[config.mk]
export PLATFORM = sky130hd
export DESIGN_NAME = afl_regs
export DESIGN_NICKNAME = d
export VERILOG_FILES = /design/src/sv/audio_fir_lowpass_17tap_assert.svh /design/src/sv/afl_pkg.sv /design/src/sv/afl_regs.sv
export SDC_FILE = /design/constraint.sdc
export NUM_CORES = 1
export LEC_CHECK = 0
export ABC_AREA = 1
export BUFFER_PORTS_ARGS = -buffer_cell sky130_fd_sc_hd__buf_2
export CAP_MARGIN = 10
export CORE_ASPECT_RATIO = 1.2
export CORE_UTILIZATION = 33
export DETAILED_ROUTE_END_ITERATION = 10
export GPL_TIMING_DRIVEN = 0
export PLACE_DENSITY = 0.79
export SYNTH_ARGS = -nofsm -noshare
export SYNTH_HDL_FRONTEND = slang
export SYNTH_SLANG_ARGS = --single-unit
[constraint.sdc]
create_clock -name aclk -period 0.9 [get_ports aclk]
set_input_delay 0.18 -clock aclk [delete_from_list [all_inputs] [get_ports aclk]]
set_output_delay 0.18 -clock aclk [all_outputs]
set_load 0.02 [all_outputs]
[src/sv/audio_fir_lowpass_17tap_assert.svh]
// assertion macros shared by the fir filter rtl
`ifndef AUDIO_FIR_LOWPASS_17TAP_ASSERT_SVH
`define AUDIO_FIR_LOWPASS_17TAP_ASSERT_SVH
`ifndef NO_ASSERTIONS
// checked property, muted while reset is asserted
`define AFL_ASSERT(lbl, clk, rstn, prop, msg) \
    lbl: assert property (@(posedge clk) disable iff (!rstn) prop) else $error(msg);
// checked property, live during reset too
`define AFL_ASSERT_ALWAYS(lbl, clk, prop, msg) \
    lbl: assert property (@(posedge clk) prop) else $error(msg);
`else
`define AFL_ASSERT(lbl, clk, rstn, prop, msg)
`define AFL_ASSERT_ALWAYS(lbl, clk, prop, msg)
`endif
`endif

[src/sv/afl_pkg.sv]
// types, constants and coefficient function of the low-pass fir filter
package afl_pkg;

    localparam int CFG_ADDR_BITS  = 3;
    localparam int BLOCK_LEN_BITS = 9;
    localparam int POS_BITS       = 8;

    // register index codes, taken from paddr[2]
    localparam logic REG_RESTART      = 1'b0;
    localparam logic REG_BLOCK_LENGTH = 1'b1;

    localparam logic                      RESTART_RESET   = 1'b1;
    localparam logic [BLOCK_LEN_BITS-1:0] BLOCK_LEN_RESET = 9'd96;
    localparam logic [BLOCK_LEN_BITS-1:0] MAX_BLOCK_LEN   = 9'd256;
    localparam logic [BLOCK_LEN_BITS-1:0] MIN_BLOCK_LEN   = 9'd1;

    // products summed per first-level adder group
    localparam int GROUP = 8;

    localparam int TABLE_LEN  = 17;
    localparam int TABLE_FRAC = 15;

    localparam int COEF_Q15 [TABLE_LEN] = '{
        -72, 758, 1127, 1770, 2494, 3202, 3799, 4198, 4338,
        4198, 3799, 3202, 2494, 1770, 1127, 758, -72
    };

    typedef struct packed {
        logic                      restart_each_block;
        logic [BLOCK_LEN_BITS-1:0] block_length;
    } cfg_t;

    // tap coefficient at the requested fraction width
    // below q15 it rounds to nearest, ties toward +inf
    function automatic int afl_coef(input int k, input int frac);
        int c;
        int s;
        if (k < 0 || k >= TABLE_LEN) begin
            return 0;
        end
        c = COEF_Q15[k];
        if (frac >= TABLE_FRAC) begin
            return c <<< (frac - TABLE_FRAC);
        end
        s = TABLE_FRAC - frac;
        return (c + (1 <<< (s - 1))) >>> s;
    endfunction

endpackage

[src/sv/afl_regs.sv]
// apb configuration registers of the fir filter
module afl_regs (
    input  logic                               aclk,
    input  logic                               aresetn,
    input  logic                               psel,
    input  logic                               penable,
    input  logic                               pwrite,
    input  logic [afl_pkg::CFG_ADDR_BITS-1:0]  paddr,
    input  logic [31:0]                        pwdata,
    output logic [31:0]                        prdata,
    output logic                               pready,
    output afl_pkg::cfg_t                      cfg
);
    import afl_pkg::*;

    logic                      restart_reg;
    logic                      restart_next;
    logic [BLOCK_LEN_BITS-1:0] block_len_reg;
    logic [BLOCK_LEN_BITS-1:0] block_len_next;
    logic                      wr_en;
    logic                      reg_idx;

    assign pready  = 1'b1;
    assign wr_en   = psel && penable && pwrite;
    assign reg_idx = paddr[2];

    always_comb begin
        restart_next   = restart_reg;
        block_len_next = block_len_reg;
        if (wr_en) begin
            case (reg_idx)
                REG_RESTART:      restart_next   = pwdata[0];
                REG_BLOCK_LENGTH: block_len_next = pwdata[BLOCK_LEN_BITS-1:0];
                default:          ;
            endcase
        end
    end

    always_ff @(posedge aclk) begin
        if (!aresetn) begin
            restart_reg   <= RESTART_RESET;
            block_len_reg <= BLOCK_LEN_RESET;
        end else begin
            restart_reg   <= restart_next;
            block_len_reg <= block_len_next;
        end
    end

    always_comb begin
        case (reg_idx)
            REG_RESTART:      prdata = {31'd0, restart_reg};
            REG_BLOCK_LENGTH: prdata = {{(32-BLOCK_LEN_BITS){1'b0}}, block_len_reg};
            default:          prdata = '0;
        endcase
    end

    assign cfg.restart_each_block = restart_reg;
    assign cfg.block_length       = block_len_reg;

endmodule

; ---- Yosys cells after proc, flatten, opt, wreduce, memory -nomap -nowiden
; Cells that the tools add are included.
[word_totals]
output_inout_bits = 43
regBits = 10
[op_classes]
reduce_logical = 4
muxes = 1
bitwise_logic = 1
[op_table]
columns = op, count
row1 = one-hot mux 32 bit (2 select lines), 1
row2 = AND reduction 2 bit, 2
row3 = logical AND 1 bit, 2
row4 = NOT 1 bit, 1

; ---- Logic depth before layout (Yosys ltp)
[depth]
depth_word = 3
mapped_depth = 5
mapped_depth_nobuf = 5

; ---- Worst setup path after synthesis
; No wires, ideal clock.
[synth_timing]
kind = register to output
startpoint = reg block_len_reg[0]
endpoint = out prdata[0]
required_time_ps = 720
path_slack_ps = 47
path_stages_with_launch = 3
arrival_time_ps = 673
cell_sequence = dfxtp_1 > nand2_1 > nand2_1
[synth_via]
elab_chain_len = 1
[synth_lines]
columns = element, line_no
row1 = from (decl), afl_regs.sv:18  ; logic [BLOCK_LEN_BITS-1:0] block_len_reg;
row2 = from (signal assigned), afl_regs.sv:45  ; block_len_reg <= block_len_next;
row3 = one-hot mux 32 bit (2 select lines), afl_regs.sv:50  ; case (reg_idx)
row4 = to (decl), afl_regs.sv:10  ; output logic [31:0] prdata,
; Every way passes these cells. The select of a mux whose other input is x is not followed.

; ---- Worst setup path in the final report
[layout_timing]
startpoint = reg restart_reg
endpoint = out prdata[0]
[layout_via]
elab_chain_len = 1
[layout_lines]
columns = element, line_no
row1 = from (decl), afl_regs.sv:16  ; logic restart_reg;
row2 = from (signal assigned), afl_regs.sv:44  ; restart_reg <= restart_next;
row3 = one-hot mux 32 bit (2 select lines), afl_regs.sv:50
; Every way passes these cells. The select of a mux whose other input is x is not followed.

==> results.toml <==
[run_status]
status = "finished with violations"
violations = "negative setup slack"

[power]
p_int_w = 0.000890
power_switching_w = 0.000397
swShare = 0.308
ir_worst_vdd_mv = 0.537
comb_power_share = 0.323
p_per_area_nw_per_um2 = 1090
sequentialPowerShare = 0.369
p_clk_frac = 0.308
p_leak_nw = 0.720

[clock_network]
clock_path_buffers = 2
cts_hold_buffers = 0
cts_buffers = 3
clock_sinks = 10
clk_pin_slew_ns = 0.07
h-tree-depth = 1
clk_latency_ns = 0.26
cts_tree = "yes"
root_buffer = "clkbuf_4"

[placed_design]
port_buffers = 31
place_congestion = 0.648
dpl.cell_count = 193
hpwl_um = 1080

[setup_path]
critPathBufInv = 1
cp-start-kind = "register"
path_delay_family = "flip-flops"
crit_fanout = 3
critical_path_arrival_ns = 0.83
cp_slowest_cell = "dfxtp_2"
cp_cell_sequence = "nand2_1 > nand2_1 > buf_6"
required_ns = 0.72
max_stage_delay_ns = 0.33
critPathKind = "reg -> out"
cp-end-kind = "output port"
cpMostUsedCell = "nand2_1"

[floorplan]
initial_core_util = 0.354
rows = 18
die_width_um = 45.1
core_area_um2 = 2070
die-area_um2 = 2420
io_pins = 83
die_h_um = 53.7

[synth]
yosysSeqAreaShare = 0.273
avgSynthCellArea_um2 = 6.68
synthCells = 110
yosys_warnings = 0
synthesis.area_um2 = 734
yosysUniqueCellTypes = 14
ys_ff_latch = 10

[grt]
grt_usage = 0.126
grt-ovfl-total = 0
grt_pass1_wl_um = 2190
grt_max_degree = 11
antenna_found_initial = 0
grt_pass1_vias = 547

[final_layout]
drive_above_1_share = 0.482
final_common_cell = "buf_4"
fillers = 207
diodes = 0
final_cells = 198
largest_reg_flops = 9
mostFrequentLayoutCells = "27 x buf_4, 24 x conb_1, 22 x nand2_1"
synthToLayoutAreaGrowth_pct = 61.5
final_nets = 209

[timing]
tns_ns = -1.02
finalHoldViolCount = 0
period_minus_slack_ns = 1.01
period_share = 1.12
drv_slew = 0
rsz0062_at_grt = "yes"
clock_skew_ns = 0
layout_setup_ws_ns = -0.107
fmax_ghz = 0.993
setup_viol = 13

[run]
maxCapViolations = 0

[hold_path]
min_path_type = "in -> reg"

[drt]
via_per_inst = 3.59
ant_nets = 0
dr_total_vias = 711
dr.pass1.iters = 4
wl_um = 1510
drtIter0Drc = 6
wl_per_cell_um = 7.61
drc_errors = 0
Yosys cell counts:
master,n,area [µm²]
buf_6,2,22.5
nor2_8,1,20.0
buf_1,1,3.75
dfxtp_1,10,200
buf_4,25,188
nor2_4,1,11.3
conb_1,2,7.51
nand3_2,1,10.0
nor2_1,14,52.6
nand3_1,11,55.1
inv_1,16,60.1
inv_6,1,8.76
o21ai_0,1,5.00
nand2_1,24,90.1
power groups by stage:
stage          combinational, W  sequential [W]  clock, W
2_1_floorplan          0.000281        0.000495         0
3_3_place_gp           0.000369        0.000478         0
3_5_place_dp           0.000370        0.000478         0
4_1_cts                0.000411        0.000474  0.000421
5_1_grt                0.000452        0.000477  0.000449
6_report               0.000416        0.000475  0.000396
layout make-up:
type	count	area (µm²)	share of cell area
Tap cell	30	37.5	0.0316
Timing Repair Buffer	32	278	0.234
Inverter	17	68.8	0.0580
Buffer	28	214	0.180
Clock buffer	4	36.3	0.0306
Multi-Input combinational cell	77	339	0.286
Sequential cell	10	213	0.179
worst reg2reg max path, cell delays in order (launching register included):
cell and delay, ns:
dfxtp_2 0.33, buf_4 0.12, nand2_1 0.05, nand3_1 0.05
metal layers:
metal / part of all wire / up-vias / global-route usage
met2: 0.53 / 35 / 0.254
met3: 0.064 / 0 / 0.0302
met4: 0 / 0 / 0.0455
li1: - / 393 / -
met5: 0 / - / 0
met1: 0.41 / 283 / 0.120
per-stage QoR:
| stage | power [W] | cell area, µm² | util | hold slack [ns] | setup slack [ns] |
|---|---|---|---|---|---|
| 2_1_floorplan | 0.000776 | 817 | - | 0.306 | 0.0469 |
| 3_3_place_gp | 0.000847 | 1010 | 0.487 | 0.394 | -0.0319 |
| 3_5_place_dp | 0.000849 | 1010 | 0.487 | 0.399 | -0.0297 |
| 4_1_cts | 0.00131 | 1180 | 0.570 | 0.121 | -0.123 |
| 5_1_grt | 0.00138 | 1190 | 0.572 | 0.135 | -0.181 |
| 6_report | 0.00129 | 1190 | 0.572 | 0.130 | -0.107 |
path summary, 6_finish.rpt:
| check | start | to | slack (ns) | cells after the start |
|---|---|---|---|---|
| setup / recovery | restart_reg | prdata[0] | -0.11 | 3 |
| hold / removal | pwdata[6] | block_len_reg[6] | 0.13 | 3 |
| setup reg to reg | block_len_reg[5] | block_len_reg[5] | 0.22 | 3 |
| hold reg to reg | block_len_reg[6] | block_len_reg[6] | 0.48 | 2 |
cell families after synthesis:
| kind of cell | after synthesis | share of synthesized area |
|---|---|---|
| and+or+nand+nor | 52 | 0.325 |
| other | 2 | 0.0102 |
| AOI/OAI and AO/OA | 1 | 0.00681 |
| buffers and inverters | 45 | 0.385 |
| DFF | 10 | 0.273 |
timing repair:
action                                  4_1_cts  5_1_grt
pin swaps                                     2        0
resized for setup                            47        4
setup buffers                                 1        0
endpoints found under the setup margin       19       19
No activity file was read; power rests on OpenSTA's default activity.
