File: src/sv/audio_fir_lowpass_17tap_assert.svh
// assertion macros shared by the fir filter rtl
`ifndef AUDIO_FIR_LOWPASS_17TAP_ASSERT_SVH
`define AUDIO_FIR_LOWPASS_17TAP_ASSERT_SVH
`ifndef NO_ASSERTIONS
// checked property, muted while reset is asserted
`define AFL_ASSERT(lbl, clk, rstn, prop, msg) \
    lbl: assert property (@(posedge clk) disable iff (!rstn) prop) else $error(msg);
// checked property, live during reset too
`define AFL_ASSERT_ALWAYS(lbl, clk, prop, msg) \
    lbl: assert property (@(posedge clk) prop) else $error(msg);
`else
`define AFL_ASSERT(lbl, clk, rstn, prop, msg)
`define AFL_ASSERT_ALWAYS(lbl, clk, prop, msg)
`endif
`endif

File: src/sv/afl_pkg.sv
// types, constants and coefficient function of the low-pass fir filter
package afl_pkg;

    localparam int CFG_ADDR_BITS  = 3;
    localparam int BLOCK_LEN_BITS = 9;
    localparam int POS_BITS       = 8;

    // register index codes, taken from paddr[2]
    localparam logic REG_RESTART      = 1'b0;
    localparam logic REG_BLOCK_LENGTH = 1'b1;

    localparam logic                      RESTART_RESET   = 1'b1;
    localparam logic [BLOCK_LEN_BITS-1:0] BLOCK_LEN_RESET = 9'd96;
    localparam logic [BLOCK_LEN_BITS-1:0] MAX_BLOCK_LEN   = 9'd256;
    localparam logic [BLOCK_LEN_BITS-1:0] MIN_BLOCK_LEN   = 9'd1;

    // products summed per first-level adder group
    localparam int GROUP = 8;

    localparam int TABLE_LEN  = 17;
    localparam int TABLE_FRAC = 15;

    localparam int COEF_Q15 [TABLE_LEN] = '{
        -72, 758, 1127, 1770, 2494, 3202, 3799, 4198, 4338,
        4198, 3799, 3202, 2494, 1770, 1127, 758, -72
    };

    typedef struct packed {
        logic                      restart_each_block;
        logic [BLOCK_LEN_BITS-1:0] block_length;
    } cfg_t;

    // tap coefficient at the requested fraction width
    // below q15 it rounds to nearest, ties toward +inf
    function automatic int afl_coef(input int k, input int frac);
        int c;
        int s;
        if (k < 0 || k >= TABLE_LEN) begin
            return 0;
        end
        c = COEF_Q15[k];
        if (frac >= TABLE_FRAC) begin
            return c <<< (frac - TABLE_FRAC);
        end
        s = TABLE_FRAC - frac;
        return (c + (1 <<< (s - 1))) >>> s;
    endfunction

endpackage

File: src/sv/afl_mac.sv
// constant-coefficient products and two-level registered adder tree
module afl_mac #(
    parameter int TAPS           = 17,
    parameter int SAMPLE_BITS    = 16,
    parameter int COEF_FRAC_BITS = 15,
    localparam int CW            = COEF_FRAC_BITS + 1,
    localparam int PW            = SAMPLE_BITS + 1 + CW,
    localparam int AW            = PW + $clog2(TAPS) + 1
) (
    input  logic                             aclk,
    input  logic                             aresetn,
    input  logic                             advance,
    input  logic                             win_valid,
    input  logic [TAPS-1:0][SAMPLE_BITS-1:0] window,
    output logic                             acc_valid,
    output logic signed [AW-1:0]             acc
);
    import afl_pkg::*;

    localparam int NGRP = (TAPS + GROUP - 1) / GROUP;
    localparam int PADN = NGRP * GROUP;

    logic signed [PW-1:0] prod_next [PADN];
    logic signed [PW-1:0] prod_reg  [PADN];
    logic signed [AW-1:0] grp_next  [NGRP];
    logic signed [AW-1:0] grp_reg   [NGRP];
    logic signed [AW-1:0] acc_next;
    logic signed [AW-1:0] acc_reg;
    logic                 prod_valid_reg;
    logic                 grp_valid_reg;
    logic                 acc_valid_reg;

    for (genvar k = 0; k < PADN; k++) begin : g_tap
        if (k < TAPS) begin : g_live
            localparam logic signed [CW-1:0] C = CW'(afl_coef(k, COEF_FRAC_BITS));
            logic signed [SAMPLE_BITS:0] xs;
            assign xs           = $signed({1'b0, window[k]});
            assign prod_next[k] = xs * C;
        end else begin : g_pad
            assign prod_next[k] = '0;
        end
    end

    always_comb begin
        for (int g = 0; g < NGRP; g++) begin
            grp_next[g] = '0;
            for (int j = 0; j < GROUP; j++) begin
                grp_next[g] = grp_next[g] + AW'(prod_reg[g*GROUP + j]);
            end
        end
    end

    always_comb begin
        acc_next = '0;
        for (int g = 0; g < NGRP; g++) begin
            acc_next = acc_next + grp_reg[g];
        end
    end

    always_ff @(posedge aclk) begin
        if (!aresetn) begin
            prod_valid_reg <= 1'b0;
            grp_valid_reg  <= 1'b0;
            acc_valid_reg  <= 1'b0;
        end else if (advance) begin
            prod_valid_reg <= win_valid;
            grp_valid_reg  <= prod_valid_reg;
            acc_valid_reg  <= grp_valid_reg;
        end
    end

    always_ff @(posedge aclk) begin
        if (advance) begin
            prod_reg <= prod_next;
            grp_reg  <= grp_next;
            acc_reg  <= acc_next;
        end
    end

    assign acc_valid = acc_valid_reg;
    assign acc       = acc_reg;

endmodule

File: config.mk
export PLATFORM = sky130hd
export DESIGN_NAME = afl_mac
export DESIGN_NICKNAME = d
export VERILOG_FILES = /design/src/sv/audio_fir_lowpass_17tap_assert.svh /design/src/sv/afl_pkg.sv /design/src/sv/afl_mac.sv
export SDC_FILE = /design/constraint.sdc
export NUM_CORES = 2
export LEC_CHECK = 0
export BUFFER_PORTS_ARGS = -buffer_cell sky130_fd_sc_hd__buf_2
export CORE_MARGIN = 2
export CORE_UTILIZATION = 45
export CTS_CLUSTER_SIZE = 14
export DETAILED_ROUTE_END_ITERATION = 8
export PLACE_DENSITY_LB_ADDON = 0.12
export SETUP_SLACK_MARGIN = 0.2
export SLEW_MARGIN = 20
export SYNTH_ARGS = -nofsm -noshare
export SYNTH_HDL_FRONTEND = slang
export SYNTH_SLANG_ARGS = --single-unit
File: constraint.sdc
create_clock -name aclk -period 17.8 [get_ports aclk]
set_input_delay 3.56 -clock aclk [delete_from_list [all_inputs] [get_ports aclk]]
set_output_delay 3.56 -clock aclk [all_outputs]
set_load 0.02 [all_outputs]
---- Word level (Yosys, flattened, before mapping) ----
Cells that the tools add are included.
word-level totals
  flip-flop bits (word level) ............. 590
  bits of input ports ..................... 276
operators by class
  add/subtract/negate cells ............... 16
  multipliers ............................. 17
operator list
  cell                                                                   count
  16-bit by 11-bit multiplier with 27-bit output, second input constant  6
  16-bit by 12-bit multiplier with 28-bit output, second input constant  5
  16-bit by 10-bit multiplier with 26-bit output, second input constant  2
  16-bit by 9-bit multiplier with 25-bit output, second input constant   2
  17-bit by 5-bit multiplier with 22-bit output, second input constant   2
  39-bit by 25-bit adder with 39-bit output                              1
  39-bit adder                                                           1
  35-bit by 26-bit adder with 36-bit output                              1
  34-bit by 27-bit adder with 35-bit output                              1
  33-bit by 27-bit adder with 34-bit output                              1
  33-bit by 30-bit adder with 34-bit output                              1
  32-bit by 28-bit adder with 33-bit output                              1
  32-bit by 29-bit adder with 33-bit output                              1
  31-bit by 28-bit adder with 32-bit output                              1
  31-bit by 29-bit adder with 32-bit output                              1
  30-bit by 28-bit adder with 31-bit output                              1
  30-bit by 29-bit adder with 31-bit output                              1
  29-bit by 28-bit adder with 30-bit output                              1
  29-bit by 29-bit adder with 30-bit output                              1
  28-bit by 28-bit adder with 29-bit output                              1
  25-bit by 27-bit adder with 28-bit output                              1

---- Depth between registers and ports, before layout ----
  depth in word-level cells ............... 7
  gate-level depth with buffers ........... 21
  depth with buffers taken out ............ 21

---- Worst setup path after synthesis ----
Ideal clock, no wire load.
  kind .................................... input -> register
  from .................................... input window[214] in the netlist's numbering
  to ...................................... register prod_reg[356] in the netlist's numbering, data pin
  setup slack ............................. 9.436 ns
  stages .................................. 18
  required time ........................... 17.540 ns
  path buffers ............................ 0
  library setup time ...................... 0.260 ns
  arrival ................................. 8.104 ns
  cell sequence ........................... inv_1 fa_1 fa_1 inv_1 fa_1 fa_1 inv_1 fa_1 inv_1 ha_1 and3_1 a21oi_1 o211ai_1 a31oi_1 o21ai_0 or4_1 a31oi_1 xnor2_1
RTL lines
  item                    RTL line       source
  start: declaration      afl_mac.sv:14  input logic [TAPS-1:0][SAMPLE_BITS-1:0] window,
  end signal: assignment  afl_mac.sv:74  prod_reg <= prod_next;
  end: declaration        afl_mac.sv:24  logic signed [PW-1:0] prod_reg [PADN];

==> flow_metrics.tcl <==
set metrics [dict create \
    synth_edf_count 575 \
    synth_seq_cells 578 \
    area_delta_synth_final_pct 8.74 \
    ys_warn_count 0 \
    drt_first_pass_iters 6 \
    port_buffers 315 \
    arrival_ps 8710 \
    holdWs_ps 416 \
    die_area_um2 184000 \
    setup_tns_ps 0 \
    seq_area_frac_synth_pct 21.3 \
    min_period_ps 8280 \
    timing.rr.start "prod_reg[564]" \
    fillers 16600 \
    multi_input_area_um2 55900 \
    grt-ovfl-total 0 \
    htree_levels 3 \
    fin_skew_ps 35.1 \
    cp-start-kind "primary input" \
    worstPathMaxFanout 7 \
    cts_inserted_buffers 76 \
    synthArstFlopShare_pct 0 \
    wire_per_inst_um 19.3 \
    drive_above_1_share_pct 6.12 \
    path_class "in -> reg" \
    min_period_over_period_pct 46.5 \
    syn-num-nets 10400 \
    antenna_found_initial 25 \
    fmax_ghz 0.121 \
    tightest_slew_ps 1090 \
    pin_count 316 \
    hold_buffers 0 \
    finalMaxSlewViolations 0 \
    final_net_count 10800 \
    cp-end-kind "flop" \
    path_clk_slew_ps 60 \
    insertion_delay_ps 690 \
    status "finished, final reports clean" \
    vias 51300 \
    holdCritPathClass "reg -> reg" \
    drt.antenna.violating_nets 0 \
    cts_tree "done" \
    grt_pass1_wl_um 315000 \
    cts_root_buffer "clkbuf_16" \
    die_y_um 429 \
    maxSlewHeadroom_pct 27.2 \
    grt_max_degree 146 \
    cp.required_ps 18220 \
    synth_top_area_cell "fa_1" \
    grt_pass1_vias 55100 \
    post_cts_resized 0 \
    ys.flop_type "edfxtp_1" \
    post_cts_buffers 0 \
    routed_wl_um 199000 \
    clock_sinks 578 \
    coreArea_um2 179000 \
    hp-start "prod_reg[234]" \
    vias_per_cell 5.00 \
    synth_area_um2 81200 \
    cap_violations 0 \
    synthCells 7451 \
    avgSynthCellArea_um2 10.9 \
    initial_core_util_pct 45.4 \
    dpl.hpwl_um 175000 \
    chipWidth_um 429 \
    largest_reg_flops 448 \
    rows 155 \
    cts_buffer_depth 3 \
    rsz0062_at_grt "false" \
    place_congestion 0.902 \
    drc 0 \
    synth_top_area_share_pct 30.2 \
    ys_types 71 \
    grt_usage_pct 22.3 \
    hold_violations 0 \
    setup_viol 0 \
    regArea_um2 17300 \
    cp-startpoint "window[211]" \
    synth.area.top_cells "fa_1, ha_1, edfxtp_1" \
    drt_iter0_drc 2570 \
]
==> worst paths after layout <==
path / endpoint / cells past startpoint / slack, ps
worst max-delay path: prod_reg[356] / 21 / 9520
worst min-delay path: grp_reg[3] / 0 / 420
worst max register to register: grp_reg[115] / 21 / 11470
worst min register to register: grp_reg[3] / 0 / 420
==> cell type report <==
| cell class | instances | share of cell area (%) |
|---|---|---|
| clock buffers | 88 | 2.23 |
| clock inverters | 48 | 0.605 |
| well taps | 2355 | 3.34 |
| diodes | 6 | 0.0170 |
| inverters | 2111 | 8.97 |
| multi-input cells | 4758 | 63.3 |
| repair buffers | 322 | 1.87 |
| flip-flops and latches | 578 | 19.6 |
==> metal layers <==
metal,vias to the layer above,global-route usage (%),routed length [um]
li1,24700,-,-
met1,25700,29.0,85900
met2,716,39.9,102000
met3,190,2.40,5790
met4,16,4.92,4720
met5,-,0,92
==> placed cells by master (no fill, tap or decap), types with 12 or more instances in the layout <==
| cell | synthesis | layout |
|---|---|---|
| a31o_2 | 13 | 13 |
| nand2_1 | 157 | 157 |
| or3_1 | 13 | 13 |
| nor3_1 | 60 | 60 |
| o31ai_1 | 17 | 17 |
| inv_1 | 2111 | 2111 |
| xor2_1 | 108 | 108 |
| nand3_1 | 55 | 55 |
| a31oi_1 | 31 | 31 |
| a21o_1 | 151 | 151 |
| nor2b_1 | 52 | 52 |
| fa_1 | 1226 | 1226 |
| nand4_1 | 27 | 27 |
| o21ai_0 | 166 | 166 |
| or2_2 | 17 | 17 |
| o21a_1 | 50 | 50 |
| clkbuf_16 | 0 | 77 |
| clkinv_2 | 0 | 13 |
| ha_1 | 1456 | 1456 |
| xnor2_1 | 289 | 289 |
| and2_1 | 12 | 12 |
| a211oi_1 | 28 | 28 |
| buf_2 | 1 | 314 |
| a21boi_0 | 15 | 15 |
| nor2_1 | 208 | 208 |
| o211ai_1 | 20 | 20 |
| a21oi_1 | 312 | 312 |
| edfxtp_1 | 575 | 575 |
| o21bai_1 | 53 | 53 |
| and3_1 | 35 | 35 |
| a211o_1 | 12 | 12 |
| nand2b_1 | 45 | 45 |
==> Yosys cell counts, types with 7 or more instances <==
cell	n
nor2_1	208
a31oi_1	31
o211ai_1	20
o31ai_1	17
xnor2_1	289
and2_1	12
fa_1	1226
nand2b_1	45
a31o_2	13
a21boi_0	15
o21a_1	50
a21oi_1	312
a21o_1	151
nor2b_1	52
a311oi_1	7
and3_1	35
or3_1	13
ha_1	1456
edfxtp_1	575
nand4_1	27
a2111oi_0	7
nor3_1	60
a211o_1	12
o21bai_1	53
nor4_1	8
xor2_1	108
and4_1	8
nand3_1	55
nand2_1	157
o21ai_0	166
or2_2	17
inv_1	2111
o31a_1	11
a211oi_1	28
==> worst max-delay path, stage by stage <==
cell,delay (ps)
buf_2,200
inv_1,90
fa_1,540
inv_1,40
ha_1,260
inv_1,50
fa_1,530
inv_1,50
fa_1,530
inv_1,50
fa_1,500
inv_1,50
ha_1,350
a21o_1,180
a31oi_1,250
o211ai_1,190
a31oi_1,250
o21ai_0,210
or4_1,520
a31oi_1,230
xnor2_1,90
==> cell families after synthesis <==
logic type	count (synthesis)	synth area share, %
compound gates	962	7.65
fa+ha+maj	2682	52.7
xor+xnor	397	4.28
mux	6	0.0740
flops	578	21.3
simple gates	711	4.23
buf+inv	2115	9.78
==> per-stage QoR <==
| stage | setup WS [ps] | cells | cell area (um^2) | util [%] |
|---|---|---|---|---|
| 2_1_floorplan | 9440 | 7451 | 81200 | - |
| 3_3_place_gp | 8880 | 10100 | 85800 | 48.0 |
| 3_5_place_dp | 8860 | 10100 | 85800 | 48.0 |
| 4_1_cts | 9590 | 10300 | 88300 | 49.4 |
| 5_1_grt | 9210 | 10300 | 88300 | 49.4 |
| 6_report | 9520 | 10300 | 88300 | 49.4 |
Power is not shown: default switching activity piles up to over one toggle a cycle in this logic, so the estimate is an artifact.
