===== src/sv/audio_fir_lowpass_17tap_assert.svh =====
// assertion macros shared by the fir filter rtl
`ifndef AUDIO_FIR_LOWPASS_17TAP_ASSERT_SVH
`define AUDIO_FIR_LOWPASS_17TAP_ASSERT_SVH
`ifndef NO_ASSERTIONS
// checked property, muted while reset is asserted
`define AFL_ASSERT(lbl, clk, rstn, prop, msg) \
    lbl: assert property (@(posedge clk) disable iff (!rstn) prop) else $error(msg);
// checked property, live during reset too
`define AFL_ASSERT_ALWAYS(lbl, clk, prop, msg) \
    lbl: assert property (@(posedge clk) prop) else $error(msg);
`else
`define AFL_ASSERT(lbl, clk, rstn, prop, msg)
`define AFL_ASSERT_ALWAYS(lbl, clk, prop, msg)
`endif
`endif


===== src/sv/afl_pkg.sv =====
// types, constants and coefficient function of the low-pass fir filter
package afl_pkg;

    localparam int CFG_ADDR_BITS  = 3;
    localparam int BLOCK_LEN_BITS = 9;
    localparam int POS_BITS       = 8;

    // register index codes, taken from paddr[2]
    localparam logic REG_RESTART      = 1'b0;
    localparam logic REG_BLOCK_LENGTH = 1'b1;

    localparam logic                      RESTART_RESET   = 1'b1;
    localparam logic [BLOCK_LEN_BITS-1:0] BLOCK_LEN_RESET = 9'd96;
    localparam logic [BLOCK_LEN_BITS-1:0] MAX_BLOCK_LEN   = 9'd256;
    localparam logic [BLOCK_LEN_BITS-1:0] MIN_BLOCK_LEN   = 9'd1;

    // products summed per first-level adder group
    localparam int GROUP = 8;

    localparam int TABLE_LEN  = 17;
    localparam int TABLE_FRAC = 15;

    localparam int COEF_Q15 [TABLE_LEN] = '{
        -72, 758, 1127, 1770, 2494, 3202, 3799, 4198, 4338,
        4198, 3799, 3202, 2494, 1770, 1127, 758, -72
    };

    typedef struct packed {
        logic                      restart_each_block;
        logic [BLOCK_LEN_BITS-1:0] block_length;
    } cfg_t;

    // tap coefficient at the requested fraction width
    // below q15 it rounds to nearest, ties toward +inf
    function automatic int afl_coef(input int k, input int frac);
        int c;
        int s;
        if (k < 0 || k >= TABLE_LEN) begin
            return 0;
        end
        c = COEF_Q15[k];
        if (frac >= TABLE_FRAC) begin
            return c <<< (frac - TABLE_FRAC);
        end
        s = TABLE_FRAC - frac;
        return (c + (1 <<< (s - 1))) >>> s;
    endfunction

endpackage


===== src/sv/afl_window.sv =====
// sample history, block position and tap window register
`include "audio_fir_lowpass_17tap_assert.svh"
module afl_window #(
    parameter int TAPS        = 17,
    parameter int SAMPLE_BITS = 16
) (
    input  logic                                aclk,
    input  logic                                aresetn,
    input  afl_pkg::cfg_t                       cfg,
    input  logic                                accept,
    input  logic                                advance,
    input  logic [SAMPLE_BITS-1:0]              sample,
    output logic                                win_valid,
    output logic [TAPS-1:0][SAMPLE_BITS-1:0]    window
);
    import afl_pkg::*;

    logic [TAPS-2:0][SAMPLE_BITS-1:0] hist_reg;
    logic [TAPS-2:0][SAMPLE_BITS-1:0] hist_next;
    logic [TAPS-2:0][SAMPLE_BITS-1:0] hist_eff;
    logic [TAPS-1:0][SAMPLE_BITS-1:0] window_reg;
    logic [TAPS-1:0][SAMPLE_BITS-1:0] window_next;
    logic                             win_valid_reg;
    logic [POS_BITS-1:0]              pos_reg;
    logic [POS_BITS-1:0]              pos_next;
    logic [POS_BITS-1:0]              pos_inc;
    logic [BLOCK_LEN_BITS-1:0]        eff_len;
    logic                             clear_hist;

    // zero length acts as one, anything past 256 as 256
    always_comb begin
        if (cfg.block_length == '0) begin
            eff_len = MIN_BLOCK_LEN;
        end else if (cfg.block_length > MAX_BLOCK_LEN) begin
            eff_len = MAX_BLOCK_LEN;
        end else begin
            eff_len = cfg.block_length;
        end
    end

    assign clear_hist  = cfg.restart_each_block && (pos_reg == '0);
    assign hist_eff    = clear_hist ? '0 : hist_reg;
    assign window_next = {hist_eff, sample};
    assign pos_inc     = pos_reg + 1'b1;

    always_comb begin
        hist_next = hist_reg;
        pos_next  = pos_reg;
        if (accept) begin
            hist_next = {hist_eff[TAPS-3:0], sample};
            if (pos_inc == '0 || {1'b0, pos_inc} >= eff_len) begin
                pos_next = '0;
            end else begin
                pos_next = pos_inc;
            end
        end
    end

    always_ff @(posedge aclk) begin
        if (!aresetn) begin
            hist_reg      <= '0;
            pos_reg       <= '0;
            win_valid_reg <= 1'b0;
        end else begin
            hist_reg <= hist_next;
            pos_reg  <= pos_next;
            if (advance) begin
                win_valid_reg <= accept;
            end
        end
    end

    always_ff @(posedge aclk) begin
        if (advance) begin
            window_reg <= window_next;
        end
    end

    assign win_valid = win_valid_reg;
    assign window    = window_reg;

    `AFL_ASSERT(a_clear_empties_history, aclk, aresetn, accept && clear_hist |=> hist_reg[TAPS-2] == '0, "history not cleared at block start")
    `AFL_ASSERT(a_idle_state_holds, aclk, aresetn, !accept |=> $stable(pos_reg) && $stable(hist_reg), "history or position moved without a transfer")

endmodule


===== config.mk =====
export PLATFORM = sky130hd
export DESIGN_NAME = afl_window
export DESIGN_NICKNAME = d
export VERILOG_FILES = /design/src/sv/afl_pkg.sv /design/src/sv/afl_window.sv
export VERILOG_INCLUDE_DIRS = /design/src /design/src/sv
export SDC_FILE = /design/constraint.sdc
export NUM_CORES = 1
export LEC_CHECK = 0
export BUFFER_PORTS_ARGS = -buffer_cell sky130_fd_sc_hd__buf_4
export CAP_MARGIN = 20
export CORE_ASPECT_RATIO = 0.5
export CORE_MARGIN = 1.5
export CORE_UTILIZATION = 30
export CTS_CLUSTER_SIZE = 10
export DETAILED_ROUTE_END_ITERATION = 10
export MAX_ROUTING_LAYER = met4
export SLEW_MARGIN = 10
export SYNTH_ARGS = -nofsm -noshare
export SYNTH_HDL_FRONTEND = slang
export SYNTH_SLANG_ARGS = --single-unit

===== constraint.sdc =====
create_clock -name aclk -period 3.1 [get_ports aclk]
set_input_delay 0.775 -clock aclk [delete_from_list [all_inputs] [get_ports aclk]]
set_output_delay 0.775 -clock aclk [all_outputs]
set_load 0.05 [all_outputs]

# [Word level (Yosys, flattened, before mapping)]
# Index checks and enable logic that the tools add are counted.
[totals] regBits=537 inputBits=30
[op_classes] add_sub_neg=1 n_reduce_logical=5 magnitude_cmp=2 muxes=4
[op_table] op="240-bit two-way mux" n=1
[op_table] op="9-bit two-way mux" n=2
[op_table] op="8-bit logical NOT" n=2
[op_table] op="8-bit by 9-bit greater-or-equal comparator with 1-bit output" n=1
[op_table] op="9-bit greater-than comparator, second input constant" n=1
[op_table] op="9-bit logical NOT" n=1
[op_table] op="8-bit by 1-bit adder with 8-bit output, second input constant" n=1
[op_table] op="8-bit two-way mux" n=1
[op_table] op="1-bit logical AND" n=1
[op_table] op="1-bit logical OR" n=1

# [Depth between registers and ports, before layout]
[depth] word_depth=6 depth_mapped=11

# [Least setup slack after synthesis]
# Ideal clock, no wire load.
[synth_path] path_type="in2reg" start="in cfg[4] (netlist bit)" end="reg pos_reg[1]" cell_stages=10 setup_ns=0.070 arrival_ns=2.347 setup_slack_ns=0.683 path_buffers=0 path_cell_list="nor4_1 -> a21oi_1 -> nor2_1 -> ha_1 -> nand2b_1 -> a211oi_1 -> o32ai_1 -> nor2_2 -> nand4_1 -> a21boi_1"
[synth_via] elab_chain_cells=6 word_cells_on_any_way=7 cone_classes="order compare (2); mux (3); reduce/logical (2)"
[synth_rtl] item="from (decl)" line_no="afl_window.sv:9" source="input afl_pkg::cfg_t cfg,"
[synth_rtl] item="9-bit greater-than comparator" line_no="afl_window.sv:34" source="end else if (cfg.block_length > MAX_BLOCK_LEN) begin"
[synth_rtl] item="9-bit two-way mux" line_no="afl_window.sv:34"
[synth_rtl] item="9-bit two-way mux *" line_no="afl_window.sv:32" source="if (cfg.block_length == '0) begin"
[synth_rtl] item="8-bit by 9-bit greater-or-equal comparator with 1-bit output *" line_no="afl_window.sv:51" source="if (pos_inc == '0 || {1'b0, pos_inc} >= eff_len) begin"
[synth_rtl] item="1-bit logical OR *" line_no="afl_window.sv:51"
[synth_rtl] item="8-bit two-way mux *" line_no="afl_window.sv:51"
[synth_rtl] item="to (signal assigned)" line_no="afl_window.sv:66" source="pos_reg <= pos_next;"
[synth_rtl] item="to (decl)" line_no="afl_window.sv:24" source="logic [POS_BITS-1:0] pos_reg;"
# Every way passes the cells marked *; elsewhere a longest branch is shown, timed or not.
# A chain may end at the register's enable or synchronous reset.

# [Final worst setup path]
[layout_path] start="reg pos_reg[0]" end="reg pos_reg[5]"
[layout_via] elab_chain_cells=4 word_cells_on_any_way=5 cone_classes="add/sub (1); order compare (1); mux (1); reduce/logical (2)"
[layout_rtl] item="8-bit by 1-bit adder with 8-bit output *" line_no="afl_window.sv:44" source="assign pos_inc = pos_reg + 1'b1;"
[layout_rtl] item="8-bit by 9-bit greater-or-equal comparator with 1-bit output or 8-bit logical NOT (tied branches)" line_no="afl_window.sv:51"
[layout_rtl] item="1-bit logical OR" line_no="afl_window.sv:51"
[layout_rtl] item="8-bit two-way mux *" line_no="afl_window.sv:51"
# Marked as above.

==> impl_results.rst <==
.. list-table::
   :header-rows: 1

   * - Metric
     - Value
   * - Result of the run
     - completed
   * - Nets
     - 2056
   * - Number of DRC violations after detailed routing
     - 0
   * - Distinct cells, synth
     - 34
   * - Count of input and output buffers
     - 302
   * - Die footprint
     - 70300 µm²
   * - Stages on the worst setup path
     - 11
   * - Post-CTS Hold Fix Bufs
     - 0
   * - Critical path required time
     - 3610 ps
   * - Highest Clock Rate
     - 371.7 MHz
   * - Synth top cells by count
     - 272 x sky130_fd_sc_hd__edfxtp_1, 265 x sky130_fd_sc_hd__dfxtp_1, 256 x sky130_fd_sc_hd__and2_1, 254 x sky130_fd_sc_hd__nand2b_1, 246 x sky130_fd_sc_hd__nand2_1
   * - Die height
     - 188.2 µm
   * - Clock input transition at the sequential cells of the worst setup and hold paths
     - 60 ps
   * - Worst Hold Slack
     - 365.0 ps
   * - Critical Path End Type
     - flop
   * - Primary flip-flop cell chosen by synthesis mapping
     - sky130_fd_sc_hd__edfxtp_1
   * - Antenna violations before repair
     - 0
   * - Cell leakage power
     - 9.352 nW
   * - Worst stage delay on the critical path
     - 450 ps
   * - Category of the worst setup path launch point
     - flop
   * - Number of buffers on the longest clock path
     - 3
   * - Number of flip-flops in the largest register
     - 272
   * - Reg2reg start
     - pos_reg[0]$_SDFFE_PN0P_
   * - Ranking of synthesized cells by area
     - sky130_fd_sc_hd__edfxtp_1 40%, sky130_fd_sc_hd__dfxtp_1 26%, sky130_fd_sc_hd__a21boi_0 8.9%
   * - Critical R2R Capture
     - pos_reg[5]$_SDFFE_PN0P_
   * - Peak VDD IR
     - 0.4865 mV
   * - Vias
     - 12749
   * - Number of flops mapped to enable cells by yosys
     - 272
   * - Routed wire length
     - 47120 µm
   * - Synthesis warning total
     - 0
   * - Buffers and inverters on the worst path
     - 0
   * - Clock tree sinks
     - 537
   * - Final worst-path cycle share
     - 86.78%
   * - Router iterations before antenna repair
     - 5
   * - Pwr dens
     - 602.3 nW/µm²
   * - Number of antenna diodes
     - 0
   * - Final core utilization
     - 38.00%
   * - Setup Crit Path Kind
     - flop to flop
   * - Max-slew violation total from the final report
     - 0
   * - Post-cts gate resize count
     - 0
   * - Number of buffers created by CTS
     - 60
   * - Period minus WS final
     - 2690 ps
   * - RSZ-0062 raised after global routing
     - no
   * - Row count
     - 67
   * - GRT Resource Usage Total
     - 13.35%
   * - Worst hold start
     - sample[3]
   * - Skew-Pair Late Insertion Delay
     - 600 ps
   * - Cell area after synthesis
     - 20590 µm²
   * - Effective utilization at floorplan
     - 30.54%
   * - Fraction of registers with async set/reset
     - 0%
   * - Detail Route Antenna Nets
     - 0
   * - Routability congestion estimate
     - 0.7887
   * - Biggest fanout along the worst timing path
     - 9
   * - Global-route wire length before repair
     - 72000 µm
   * - Synthesized Nets
     - 1788
   * - Setup slack on the worst flop-to-flop path
     - 410 ps
   * - Number of DRC markers in iteration 0
     - 746
   * - Drt wl/cell
     - 15.90 µm
   * - Cell area reported after detailed placement
     - 23860 µm²
   * - Maximum number of pins on one net before global-route repair
     - 119
   * - Synth Instances
     - 1747
   * - Ratio of cells with drive above 1 in the final layout
     - 18.97%
   * - Post-Synthesis Mean Instance Area
     - 11.78 µm²
   * - Most frequent cell after synthesis
     - sky130_fd_sc_hd__edfxtp_1
   * - Depth of the worst register-to-register path
     - 11
   * - Crit path DAT
     - 3200 ps
   * - Residual overflow from global routing
     - 0
   * - Final number of setup-violating endpoints
     - 0
   * - Register bit total from synthesis
     - 537
   * - Die X-Extent
     - 373.5 µm
   * - Depth of the CTS H-tree
     - 2
   * - Detailed-route vias per instance
     - 4.303
   * - Post-synthesis sequential area ratio
     - 65.45%
   * - Delay-heaviest family, CP
     - simple AND/OR/NAND/NOR gates
   * - Slew at the pin with the worst max-slew slack
     - 465.9 ps
   * - CP max-delay cell
     - sky130_fd_sc_hd__dfxtp_1
   * - Count of final hold-check violations
     - 0
   * - TNS Setup
     - 0 ps
   * - Top-area cell type share of the netlist area
     - 39.68%
   * - Top cell by count, worst path
     - sky130_fd_sc_hd__ha_1
   * - Vias in the first global route
     - 12650
   * - HPWL Detailed
     - 30040 µm
   * - Worst hold path class
     - primary input to flop
   * - I/O Pins
     - 303
   * - Ordered cell list for the critical path
     - ha_1 > nand3_2 > nor2_1 > xor2_1 > ha_1 > a21o_1 > a21oi_1 > o32ai_1 > nor2_2 > nand3_1 > a21boi_0
   * - Top cell type by total area after synthesis
     - sky130_fd_sc_hd__edfxtp_1
   * - Post-Route Skew
     - 34.62 ps
   * - Final Instance Area
     - 25610 µm²
   * - Post-CTS repair timing setup buffer count
     - 0
   * - Hold EP
     - window[3]$_DFFE_PP_
   * - Cells on Worst Hold Path
     - 1
   * - Max capacitance violation total
     - 0
   * - Cell at the root of the clock tree
     - sky130_fd_sc_hd__clkbuf_16
   * - Core footprint
     - 67400 µm²
   * - Layout Area Growth over Synthesis
     - 24.40%
   * - Clock tree from TritonCTS
     - done
   * - Worst rel slew slack
     - 68.94%
[cells in the final DEF (no fill, tap or decap), types with 5 or more instances in the layout]
cell type                   Yosys  layout
sky130_fd_sc_hd__nand2_1      246     246
sky130_fd_sc_hd__clkbuf_1     108      48
sky130_fd_sc_hd__nand3_1        5       5
sky130_fd_sc_hd__buf_4          0     307
sky130_fd_sc_hd__buf_12         0      12
sky130_fd_sc_hd__nand2b_1     254     254
sky130_fd_sc_hd__edfxtp_1     272     272
sky130_fd_sc_hd__clkbuf_16      0      60
sky130_fd_sc_hd__nor2b_1       18      18
sky130_fd_sc_hd__a21boi_0     244     244
sky130_fd_sc_hd__nor2_1         6       6
sky130_fd_sc_hd__and2_1       256     256
sky130_fd_sc_hd__ha_1          11      11
sky130_fd_sc_hd__dfxtp_1      265     265
sky130_fd_sc_hd__mux2i_1       17      17
[stage by stage]
stage	setup WS [ps]	instances	total power, W
finish	409.7	2963	0.01543
global route	70.29	2963	0.01597
CTS	395.1	2963	0.01565
detailed placement	258.3	2850	0.009199
global placement	289.0	2850	0.009193
floorplan	682.8	1747	0.008677
[metal layers]
layer | vias to the layer above | routed length [µm] | track usage, %
li1 | 6359 | - | -
met1 | 6170 | 18750 | 14.49
met2 | 141 | 26000 | 25.19
met3 | 79 | 1097 | 1.789
met4 | 0 | 1272 | 4.192
met5 | - | 0 | -
[power breakdown]
group	switching (W)	total (W)	internal [W]
logic	0.000963	0.00134	0.000379
clock network	0.00274	0.00640	0.00366
registers	0.0000622	0.00768	0.00762
total	0.00377	0.0154	0.0117
[cells by family (layout without fill, tap and decap cells)]
kind of cell | count (synthesis) | after routing | synth area share [%]
and+or+nand+nor | 803 | 803 | 21.39
DFF | 537 | 537 | 65.45
AOI/OAI and AO/OA | 254 | 254 | 9.220
buffers and inverters | 119 | 438 | 2.188
muxes | 17 | 17 | 0.8266
adders and majority gates | 11 | 11 | 0.6686
xor gates and xnor gates | 6 | 6 | 0.2553
[layout make-up]
| type | count | area, µm² |
|---|---|---|
| tap | 897 | 1122 |
| inverter | 3 | 11.26 |
| timing repair buffer | 322 | 2586 |
| multi-input combinational | 1091 | 6663 |
| fill | 6584 | 41790 |
| clock inverter | 4 | 58.81 |
| clock buffer | 109 | 1695 |
| sequential | 537 | 13470 |
[worst max-delay path by stage]
| stage | to | slack, ps | start |
|---|---|---|---|
| global route | pos_reg[4]$_SDFFE_PN0P_ | 70 | pos_reg[0]$_SDFFE_PN0P_ |
| detailed placement | pos_reg[5]$_SDFFE_PN0P_ | 260 | cfg[4] |
| global placement | pos_reg[1]$_SDFFE_PN0P_ | 290 | cfg[4] |
| finish | pos_reg[5]$_SDFFE_PN0P_ | 410 | pos_reg[0]$_SDFFE_PN0P_ |
| floorplan | pos_reg[1]$_SDFFE_PN0P_ | 680 | cfg[4] |
| CTS | pos_reg[5]$_SDFFE_PN0P_ | 400 | pos_reg[0]$_SDFFE_PN0P_ |
No activity file was read; power rests on OpenSTA's default activity.
